<file path="src/design/nlp_pkg.sv">
// ----------------------------------------------------------------------------
// nlp_pkg
// Shared types and codes of the next lexicographic permutation engine.
// ----------------------------------------------------------------------------
`timescale 1ns / 1ps

package nlp_pkg;

   // transaction kinds on the request channel
   localparam logic REQ_LOAD    = 1'b0;
   localparam logic REQ_ADVANCE = 1'b1;

   typedef enum logic [3:0] {
      ST_IDLE,
      ST_PIV_PRIME,
      ST_PIV_CMP,
      ST_SUCC_CMP,
      ST_SWAP_A,
      ST_SWAP_B,
      ST_REV_RD_LO,
      ST_REV_RD_HI,
      ST_REV_WR_LO,
      ST_REV_WR_HI,
      ST_OUT_FETCH,
      ST_OUT_SEND,
      ST_NO_NEXT
   } state_type;

endpackage

</file>
<file path="src/design/nlp_store.sv">
// ----------------------------------------------------------------------------
// nlp_store
// Element memory: one write port and one read port with registered data.
// ----------------------------------------------------------------------------
`timescale 1ns / 1ps

module nlp_store #(
   parameter int DEPTH      = 8,
   parameter int DATA_BITS  = 8,
   parameter int ADDR_BITS  = 3
) (
   input  logic                 clock,
   input  logic                 wr_en,
   input  logic [ADDR_BITS-1:0] wr_addr,
   input  logic [DATA_BITS-1:0] wr_data,
   input  logic [ADDR_BITS-1:0] rd_addr,
   output logic [DATA_BITS-1:0] rd_data
);

   logic [DATA_BITS-1:0] mem_ff [DEPTH];
   logic [DATA_BITS-1:0] rd_data_ff;

   always_ff @(posedge clock) begin
      if (wr_en) begin
         mem_ff[wr_addr] <= wr_data;
      end
   end

   always_ff @(posedge clock) begin
      rd_data_ff <= mem_ff[rd_addr];
   end

   assign rd_data = rd_data_ff;

endmodule

</file>
<file path="src/design/next_lexicographic_permutation.sv">
// ----------------------------------------------------------------------------
// next_lexicographic_permutation
// Loads give no result; busy stays low.
// An advance over n active elements keeps busy high while it scans, swaps,
// reverses and sends its results; its pace is bounded by the element memory
// with its one read and one write port that every scan, swap and output step
// goes through; results are registered.
// Synchronous reset sets active_count to MAX_ELEMENTS; elements are unset.
// ----------------------------------------------------------------------------
`timescale 1ns / 1ps

module next_lexicographic_permutation #(
   parameter int MAX_ELEMENTS = 8,
   parameter int ELEMENT_BITS = 8
) (
   input  logic                                  clock,
   input  logic                                  reset,
   input  logic                                  start,
   output logic                                  busy,
   input  logic                                  req_type,
   input  logic [$clog2(MAX_ELEMENTS)-1:0]       req_load_index,
   input  logic [ELEMENT_BITS-1:0]               req_load_value,
   input  logic                                  csr_wr_en,
   input  logic [$clog2(MAX_ELEMENTS+1)-1:0]     csr_wr_data,
   output logic                                  rsp_valid,
   output logic [$clog2(MAX_ELEMENTS)-1:0]       rsp_out_index,
   output logic [ELEMENT_BITS-1:0]               rsp_out_value,
   output logic                                  rsp_has_next,
   output logic                                  rsp_last_item
);

   localparam int IDX_W = $clog2(MAX_ELEMENTS);
   localparam int CNT_W = $clog2(MAX_ELEMENTS + 1);
   localparam logic [CNT_W-1:0] MAX_CNT = CNT_W'(MAX_ELEMENTS);
   localparam logic [IDX_W:0]   MAX_IDX = (IDX_W + 1)'(MAX_ELEMENTS);

   nlp_pkg::state_type state_ff, state_in;

   logic [CNT_W-1:0]        active_ff;
   logic [IDX_W-1:0]        ptr_ff, ptr_in;
   logic [IDX_W-1:0]        lo_ff, lo_in;
   logic [IDX_W-1:0]        last_ff, last_in;
   logic [IDX_W-1:0]        pivot_idx_ff, pivot_idx_in;
   logic [ELEMENT_BITS-1:0] pivot_val_ff, pivot_val_in;
   logic [ELEMENT_BITS-1:0] held_ff, held_in;

   logic                    rsp_valid_ff, rsp_valid_in;
   logic [IDX_W-1:0]        rsp_index_ff, rsp_index_in;
   logic [ELEMENT_BITS-1:0] rsp_value_ff, rsp_value_in;
   logic                    rsp_has_next_ff, rsp_has_next_in;
   logic                    rsp_last_ff, rsp_last_in;

   logic                    wr_en;
   logic [IDX_W-1:0]        wr_addr;
   logic [ELEMENT_BITS-1:0] wr_data;
   logic [IDX_W-1:0]        rd_addr;
   logic [ELEMENT_BITS-1:0] rd_data;

   logic                    accept;
   logic [CNT_W-1:0]        n_eff;
   logic [IDX_W-1:0]        n_last;
   logic                    too_few;
   logic                    load_in_range;
   logic [ELEMENT_BITS-1:0] cmp_lhs;
   logic [ELEMENT_BITS-1:0] cmp_rhs;
   logic                    cmp_less;
   logic                    piv_hit;
   logic                    succ_hit;
   logic                    rev_more_after_swap;
   logic                    rev_more;

   nlp_store #(
      .DEPTH     (MAX_ELEMENTS),
      .DATA_BITS (ELEMENT_BITS),
      .ADDR_BITS (IDX_W)
   ) u_store (
      .clock   (clock),
      .wr_en   (wr_en),
      .wr_addr (wr_addr),
      .wr_data (wr_data),
      .rd_addr (rd_addr),
      .rd_data (rd_data)
   );

   assign accept        = start && (state_ff == nlp_pkg::ST_IDLE);
   assign n_eff         = (active_ff > MAX_CNT) ? MAX_CNT : active_ff;
   assign n_last        = IDX_W'(n_eff - CNT_W'(1));
   assign too_few       = n_eff < CNT_W'(2);
   assign load_in_range = {1'b0, req_load_index} < MAX_IDX;

   // shared comparator use: pivot scan, successor scan
   assign cmp_lhs  = (state_ff == nlp_pkg::ST_SUCC_CMP) ? pivot_val_ff : rd_data;
   assign cmp_rhs  = (state_ff == nlp_pkg::ST_SUCC_CMP) ? rd_data : held_ff;
   assign cmp_less = cmp_lhs < cmp_rhs;
   assign piv_hit  = cmp_less;
   assign succ_hit = cmp_less;

   // suffix reversal: pairs remain while lo < hi
   assign rev_more_after_swap = ({1'b0, pivot_idx_ff} + (IDX_W + 1)'(1)) < {1'b0, last_ff};
   assign rev_more            = ({1'b0, lo_ff} + (IDX_W + 1)'(2)) < {1'b0, ptr_ff};

   // next state
   always_comb begin
      state_in = state_ff;
      unique case (state_ff)
         nlp_pkg::ST_IDLE: begin
            if (accept && (req_type == nlp_pkg::REQ_ADVANCE)) begin
               state_in = too_few ? nlp_pkg::ST_NO_NEXT : nlp_pkg::ST_PIV_PRIME;
            end
         end
         nlp_pkg::ST_PIV_PRIME: state_in = nlp_pkg::ST_PIV_CMP;
         nlp_pkg::ST_PIV_CMP: begin
            if (piv_hit) begin
               state_in = nlp_pkg::ST_SUCC_CMP;
            end else if (ptr_ff == IDX_W'(1)) begin
               state_in = nlp_pkg::ST_NO_NEXT;
            end
         end
         nlp_pkg::ST_SUCC_CMP: begin
            if (succ_hit) begin
               state_in = nlp_pkg::ST_SWAP_A;
            end
         end
         nlp_pkg::ST_SWAP_A: state_in = nlp_pkg::ST_SWAP_B;
         nlp_pkg::ST_SWAP_B: begin
            state_in = rev_more_after_swap ? nlp_pkg::ST_REV_RD_LO : nlp_pkg::ST_OUT_FETCH;
         end
         nlp_pkg::ST_REV_RD_LO: state_in = nlp_pkg::ST_REV_RD_HI;
         nlp_pkg::ST_REV_RD_HI: state_in = nlp_pkg::ST_REV_WR_LO;
         nlp_pkg::ST_REV_WR_LO: state_in = nlp_pkg::ST_REV_WR_HI;
         nlp_pkg::ST_REV_WR_HI: begin
            state_in = rev_more ? nlp_pkg::ST_REV_RD_LO : nlp_pkg::ST_OUT_FETCH;
         end
         nlp_pkg::ST_OUT_FETCH: state_in = nlp_pkg::ST_OUT_SEND;
         nlp_pkg::ST_OUT_SEND: begin
            if (ptr_ff == last_ff) begin
               state_in = nlp_pkg::ST_IDLE;
            end
         end
         nlp_pkg::ST_NO_NEXT: state_in = nlp_pkg::ST_IDLE;
         default: state_in = nlp_pkg::ST_IDLE;
      endcase
   end

   // outputs and datapath controls
   always_comb begin
      busy            = 1'b1;
      rd_addr         = ptr_ff;
      wr_en           = 1'b0;
      wr_addr         = ptr_ff;
      wr_data         = held_ff;
      ptr_in          = ptr_ff;
      lo_in           = lo_ff;
      last_in         = last_ff;
      pivot_idx_in    = pivot_idx_ff;
      pivot_val_in    = pivot_val_ff;
      held_in         = held_ff;
      rsp_valid_in    = 1'b0;
      rsp_index_in    = rsp_index_ff;
      rsp_value_in    = rsp_value_ff;
      rsp_has_next_in = rsp_has_next_ff;
      rsp_last_in     = rsp_last_ff;
      unique case (state_ff)
         nlp_pkg::ST_IDLE: begin
            busy    = 1'b0;
            rd_addr = n_last;
            if (accept) begin
               if (req_type == nlp_pkg::REQ_LOAD) begin
                  wr_en   = load_in_range;
                  wr_addr = req_load_index;
                  wr_data = req_load_value;
               end else begin
                  ptr_in  = n_last;
                  last_in = n_last;
               end
            end
         end
         nlp_pkg::ST_PIV_PRIME: begin
            held_in = rd_data;
            rd_addr = ptr_ff - IDX_W'(1);
         end
         nlp_pkg::ST_PIV_CMP: begin
            if (piv_hit) begin
               pivot_idx_in = ptr_ff - IDX_W'(1);
               pivot_val_in = rd_data;
               ptr_in       = last_ff;
               rd_addr      = last_ff;
            end else begin
               held_in = rd_data;
               ptr_in  = ptr_ff - IDX_W'(1);
               rd_addr = ptr_ff - IDX_W'(2);
            end
         end
         nlp_pkg::ST_SUCC_CMP: begin
            if (succ_hit) begin
               held_in = rd_data;
            end else begin
               ptr_in  = ptr_ff - IDX_W'(1);
               rd_addr = ptr_ff - IDX_W'(1);
            end
         end
         nlp_pkg::ST_SWAP_A: begin
            wr_en   = 1'b1;
            wr_addr = pivot_idx_ff;
            wr_data = held_ff;
         end
         nlp_pkg::ST_SWAP_B: begin
            wr_en   = 1'b1;
            wr_addr = ptr_ff;
            wr_data = pivot_val_ff;
            lo_in   = pivot_idx_ff + IDX_W'(1);
            ptr_in  = last_ff;
         end
         nlp_pkg::ST_REV_RD_LO: begin
            rd_addr = lo_ff;
         end
         nlp_pkg::ST_REV_RD_HI: begin
            rd_addr = ptr_ff;
            held_in = rd_data;
         end
         nlp_pkg::ST_REV_WR_LO: begin
            wr_en   = 1'b1;
            wr_addr = lo_ff;
            wr_data = rd_data;
         end
         nlp_pkg::ST_REV_WR_HI: begin
            wr_en   = 1'b1;
            wr_addr = ptr_ff;
            wr_data = held_ff;
            lo_in   = lo_ff + IDX_W'(1);
            ptr_in  = ptr_ff - IDX_W'(1);
         end
         nlp_pkg::ST_OUT_FETCH: begin
            rd_addr = '0;
            ptr_in  = '0;
         end
         nlp_pkg::ST_OUT_SEND: begin
            rsp_valid_in    = 1'b1;
            rsp_index_in    = ptr_ff;
            rsp_value_in    = rd_data;
            rsp_has_next_in = 1'b1;
            rsp_last_in     = (ptr_ff == last_ff);
            rd_addr         = ptr_ff + IDX_W'(1);
            ptr_in          = ptr_ff + IDX_W'(1);
         end
         nlp_pkg::ST_NO_NEXT: begin
            rsp_valid_in    = 1'b1;
            rsp_index_in    = '0;
            rsp_value_in    = '0;
            rsp_has_next_in = 1'b0;
            rsp_last_in     = 1'b1;
         end
         default: begin
            busy = 1'b1;
         end
      endcase
   end

   always_ff @(posedge clock) begin
      if (reset) begin
         state_ff     <= nlp_pkg::ST_IDLE;
         active_ff    <= MAX_CNT;
         rsp_valid_ff <= 1'b0;
      end else begin
         state_ff     <= state_in;
         rsp_valid_ff <= rsp_valid_in;
         if (csr_wr_en) begin
            active_ff <= csr_wr_data;
         end
      end
   end

   always_ff @(posedge clock) begin
      ptr_ff          <= ptr_in;
      lo_ff           <= lo_in;
      last_ff         <= last_in;
      pivot_idx_ff    <= pivot_idx_in;
      pivot_val_ff    <= pivot_val_in;
      held_ff         <= held_in;
      rsp_index_ff    <= rsp_index_in;
      rsp_value_ff    <= rsp_value_in;
      rsp_has_next_ff <= rsp_has_next_in;
      rsp_last_ff     <= rsp_last_in;
   end

   assign rsp_valid     = rsp_valid_ff;
   assign rsp_out_index = rsp_index_ff;
   assign rsp_out_value = rsp_value_ff;
   assign rsp_has_next  = rsp_has_next_ff;
   assign rsp_last_item = rsp_last_ff;

endmodule

</file>
<file path="config.mk">
export PLATFORM = sky130hd
export DESIGN_NAME = next_lexicographic_permutation
export DESIGN_NICKNAME = d
export VERILOG_FILES = /design/src/design/nlp_pkg.sv /design/src/design/nlp_store.sv /design/src/design/next_lexicographic_permutation.sv
export SDC_FILE = /design/constraint.sdc
export NUM_CORES = 1
export LEC_CHECK = 0
export BUFFER_PORTS_ARGS = -buffer_cell sky130_fd_sc_hd__buf_2
export CORE_MARGIN = 2
export CORE_UTILIZATION = 57
export CTS_BUF_LIST = sky130_fd_sc_hd__clkbuf_4
export DETAILED_ROUTE_END_ITERATION = 6
export GPL_TIMING_DRIVEN = 0
export PLACE_DENSITY = 0.78
export SLEW_MARGIN = 25
export SYNTH_ARGS = -nofsm -noshare
export SYNTH_HDL_FRONTEND = slang
export SYNTH_SLANG_ARGS = --single-unit
</file>
<file path="constraint.sdc">
create_clock -name clock -period 4.67 [get_ports clock]
set_clock_uncertainty 0.15 [all_clocks]
set_input_delay 0.7005 -clock clock [delete_from_list [all_inputs] [get_ports clock]]
set_output_delay 0.7005 -clock clock [all_outputs]
set_load 0.02 [all_outputs]
</file>
==> flow_summary.toml <==
[worst_setup_path]
required_ns = 4.94
critical_path_class = "reg2reg"
cp.arrival_ns = 4.78
cpPeakStageDelay_ns = 0.49
worstPathMaxFanout = 11
cp.depth = 13
critPathBufInv = 3
cp_cell_sequence = "buf_6 > and4bb_4 > buf_4 > mux2_2 > ha_1 > nand4_1 > a21oi_1 > a311oi_4 > mux2_4 > a31oi_4 > buf_6 > mux2_1 > mux4_2"
cp_common_cell = "buf_6"
crit_path_end_kind = "flip-flop"
crit_path_top_delay_cell = "mux4_2"
r2r_cells = 13
startpoint_type = "flip-flop"
regToRegSetupSlack_ns = 0.16
path_delay_family = "multiplexers"
r2r-start = "state_ff[3]$_SDFFE_PP0P_"
setup.worst_path.start = "state_ff[3]$_SDFFE_PP0P_"

[sta]
tightest_slew_ns = 0.942
hold_viol = 0
fin_crit_sh_pct = 96.6
fmax_mhz = 222
relSlewSlack_pct = 37.0
setup_slack_ns = 0.157
period_needed_ns = 4.51
setup_viol = 0
setup_tns_ns = 0
drv_slew = 0
holdWs_ns = 0.245
rsz0062_at_grt = "no"

[finish]
seq_area_sq_mm = 0.00349
diodes = 0
fillers = 758
drive_gt1_share_pct = 23.1
instances_no_fill = 669
syn2layout_area_growth_pct = 10.8
nets = 558
multi_input_area_sq_mm = 0.00244

[cts]
postCtsHoldBufs = 0
htree_num_levels = 4
cts_buffers = 17
clock_latency_ns = 0.53
clock-sinks = 122
cts_root_buffer = "clkbuf_4"
clock_path_buffers = 2
tritoncts = "yes"
clkTransAtPathRegs_ns = 0.13

[global_routing]
grt_antenna_before_repair = 0
grt_use_total_pct = 25.9
grt_pass1_vias = 4173
grt_overflow = 0
use_met2_pct = 41.5
grt_pass1_wl_um = 22400
use_met1_pct = 35.3
grt_start_max_net_pins = 17
grt.busiest_layer = "met2"
use_met3_pct = 5.99

[die]
die_x_um = 108
row_count = 37
initial_utilization_pct = 59.1
die_area_sq_mm = 0.0116
pin_count = 35
die-height_um = 108
core_area_sq_mm = 0.0104

[placed_design]
place_congestion = 0.934
portBuffers = 33
place_ws_ns = -0.590
dp_cells = 635
hpwl_um = 10300

[synthesis]
syn_area_sq_mm = 0.00613
syn-num-nets = 503
synth_top_area_share_pct = 51.5
synthesis.area_per_instance_sq_um = 13.2
yosysSeqAreaShare_pct = 57.0
yosysTopAreaCell = "edfxtp_1"
ys.flop_type = "edfxtp_1"
async_reset_ff_share_pct = 0
synth_area_leaders = "edfxtp_1 51%, dfxtp_1 5.6%, mux2_2 3.5%, ha_1 3.5%, mux2_1 3.1%"
syn-instance-count = 465
ys_ff_latch = 122
ys_types = 65
ys_warn_count = 0
synth_edf_count = 105

[flow_run]
max_cap_violations = 0

[pwr]
vdd_drop_max_v = 0.000337
p_leak_nw = 2.42
p_total_mw = 4.96
power_density_mw_per_mm2 = 730

[routing]
drtIter0Drc = 401
wl_per_cell_um = 21.0
viasPerCell = 6.29
vias = 4208
wirelength_um = 14100
ant_nets = 0
drc = 0
dr.pass1.iters = 5

[min_path]
holdPathStages = 2
min_path_type = "in2reg"
hp-start = "reset"

[run_status]
status = "finished, final reports clean"
per-stage QoR:
| step | utilization (%) | instance area (sq um) |
|---|---|---|
| floorplan | - | 6130 |
| global placement | 62.3 | 6460 |
| detailed placement | 62.4 | 6470 |
| CTS | 65.2 | 6760 |
| global route | 65.4 | 6790 |
| finish | 65.4 | 6790 |
cell type report:
| class | count | share of cell area [%] |
|---|---|---|
| well taps | 136 | 2.51 |
| clock buffers | 18 | 1.99 |
| repair buffers | 37 | 2.88 |
| flip-flops and latches | 122 | 51.5 |
| multi-input cells | 297 | 35.9 |
| clock inverters | 14 | 2.21 |
| plain buffers | 27 | 2.05 |
| inverters | 18 | 0.996 |
registers in the layout, summed over array words and instances, names as in the netlist, 3 cells and up:
register	count
active_ff	4
u_store.rd_data	8
held_ff	8
pivot_val_ff	8
lo_ff	3
rsp_out_index	3
last_ff	3
rsp_out_value	8
pivot_idx_ff	3
state_ff	4
u_store.mem_ff	64
ptr_ff	3
routing by layer:
| layer | vias to the layer above | share of wire [%] |
|---|---|---|
| li1 | 1897 | - |
| met1 | 2073 | 43 |
| met2 | 218 | 48 |
| met3 | 20 | 8.0 |
| met4 | 0 | 1.8 |
| met5 | - | 0 |
cells in the final DEF, fill, tap and decap left out, types with 3 or more instances in the layout:
cell type and count:
a21oi_1 16, a221o_1 9, a221oi_1 3, a222oi_1 4, a22o_1 3, a22oi_1 9, a311oi_1 3, a31oi_1 3
and2_1 11, buf_2 36, buf_4 5, buf_6 4, clkbuf_1 18, clkbuf_4 18, dfxtp_1 17, edfxtp_1 105
ha_1 17, inv_1 15, inv_2 3, inv_6 8, inv_8 3, mux2_1 17, mux2_2 19, mux2_4 9
mux2i_1 13, mux4_2 8, nand2_1 21, nand2b_1 8, nand3_1 3, nor2_1 40, nor2b_1 7, nor3_1 5
o211ai_1 3, o21ai_0 8, o21ai_1 4, o21bai_1 4, or3_1 6, xnor2_1 5, xor2_1 3
where the power goes:
| part | total, mW | internal, mW | switching, mW |
|---|---|---|---|
| Sequential | 1.75 | 1.61 | 0.142 |
| Clock | 0.758 | 0.295 | 0.463 |
| Combinational | 2.45 | 1.06 | 1.39 |
| Total | 4.96 | 2.96 | 2.00 |
synth_stat cells, types with 4 or more instances:
cell / count
edfxtp_1: 105
nor2_1: 40
nand2_1: 21
clkbuf_1: 19
mux2_2: 19
dfxtp_1: 17
ha_1: 17
mux2_1: 17
a21oi_1: 16
inv_1: 15
mux2i_1: 13
and2_1: 11
o21ai_0: 10
a221o_1: 9
a22oi_1: 9
mux2_4: 9
mux4_2: 8
nand2b_1: 8
nor2b_1: 7
or3_1: 6
nor3_1: 5
xnor2_1: 5
a222oi_1: 4
buf_6: 4
o21bai_1: 4
logic make-up (layout without fill, tap and decap cells):
family,after synthesis,in the layout,share of synthesized area (%)
flip-flops,122,122,57.0
AND/OR/NAND/NOR,112,112,9.07
AO/OA/AOI/OAI,93,93,11.7
multiplexers,66,66,13.9
buffers and inverters,46,114,3.37
adder cells (fa/ha/maj),18,18,3.80
XOR/XNOR,8,8,1.14
what timing repair did:
| action | CTS | global route |
|---|---|---|
| setup endpoints to repair | 16 | 8 |
| buffers inserted | 0 | 3 |
| resized for setup | 5 | 1 |
| pin swaps | 0 | 3 |
path summary, 6_finish.rpt:
path                                     end
hold / removal      state_ff[0]$_SDFFE_PP0P_
setup / recovery  u_store.rd_data[6]$_DFF_P_
setup reg to reg  u_store.rd_data[6]$_DFF_P_
hold reg to reg         held_ff[4]$_DFFE_PP_
Note: power is estimated with default switching activity, not from simulation.
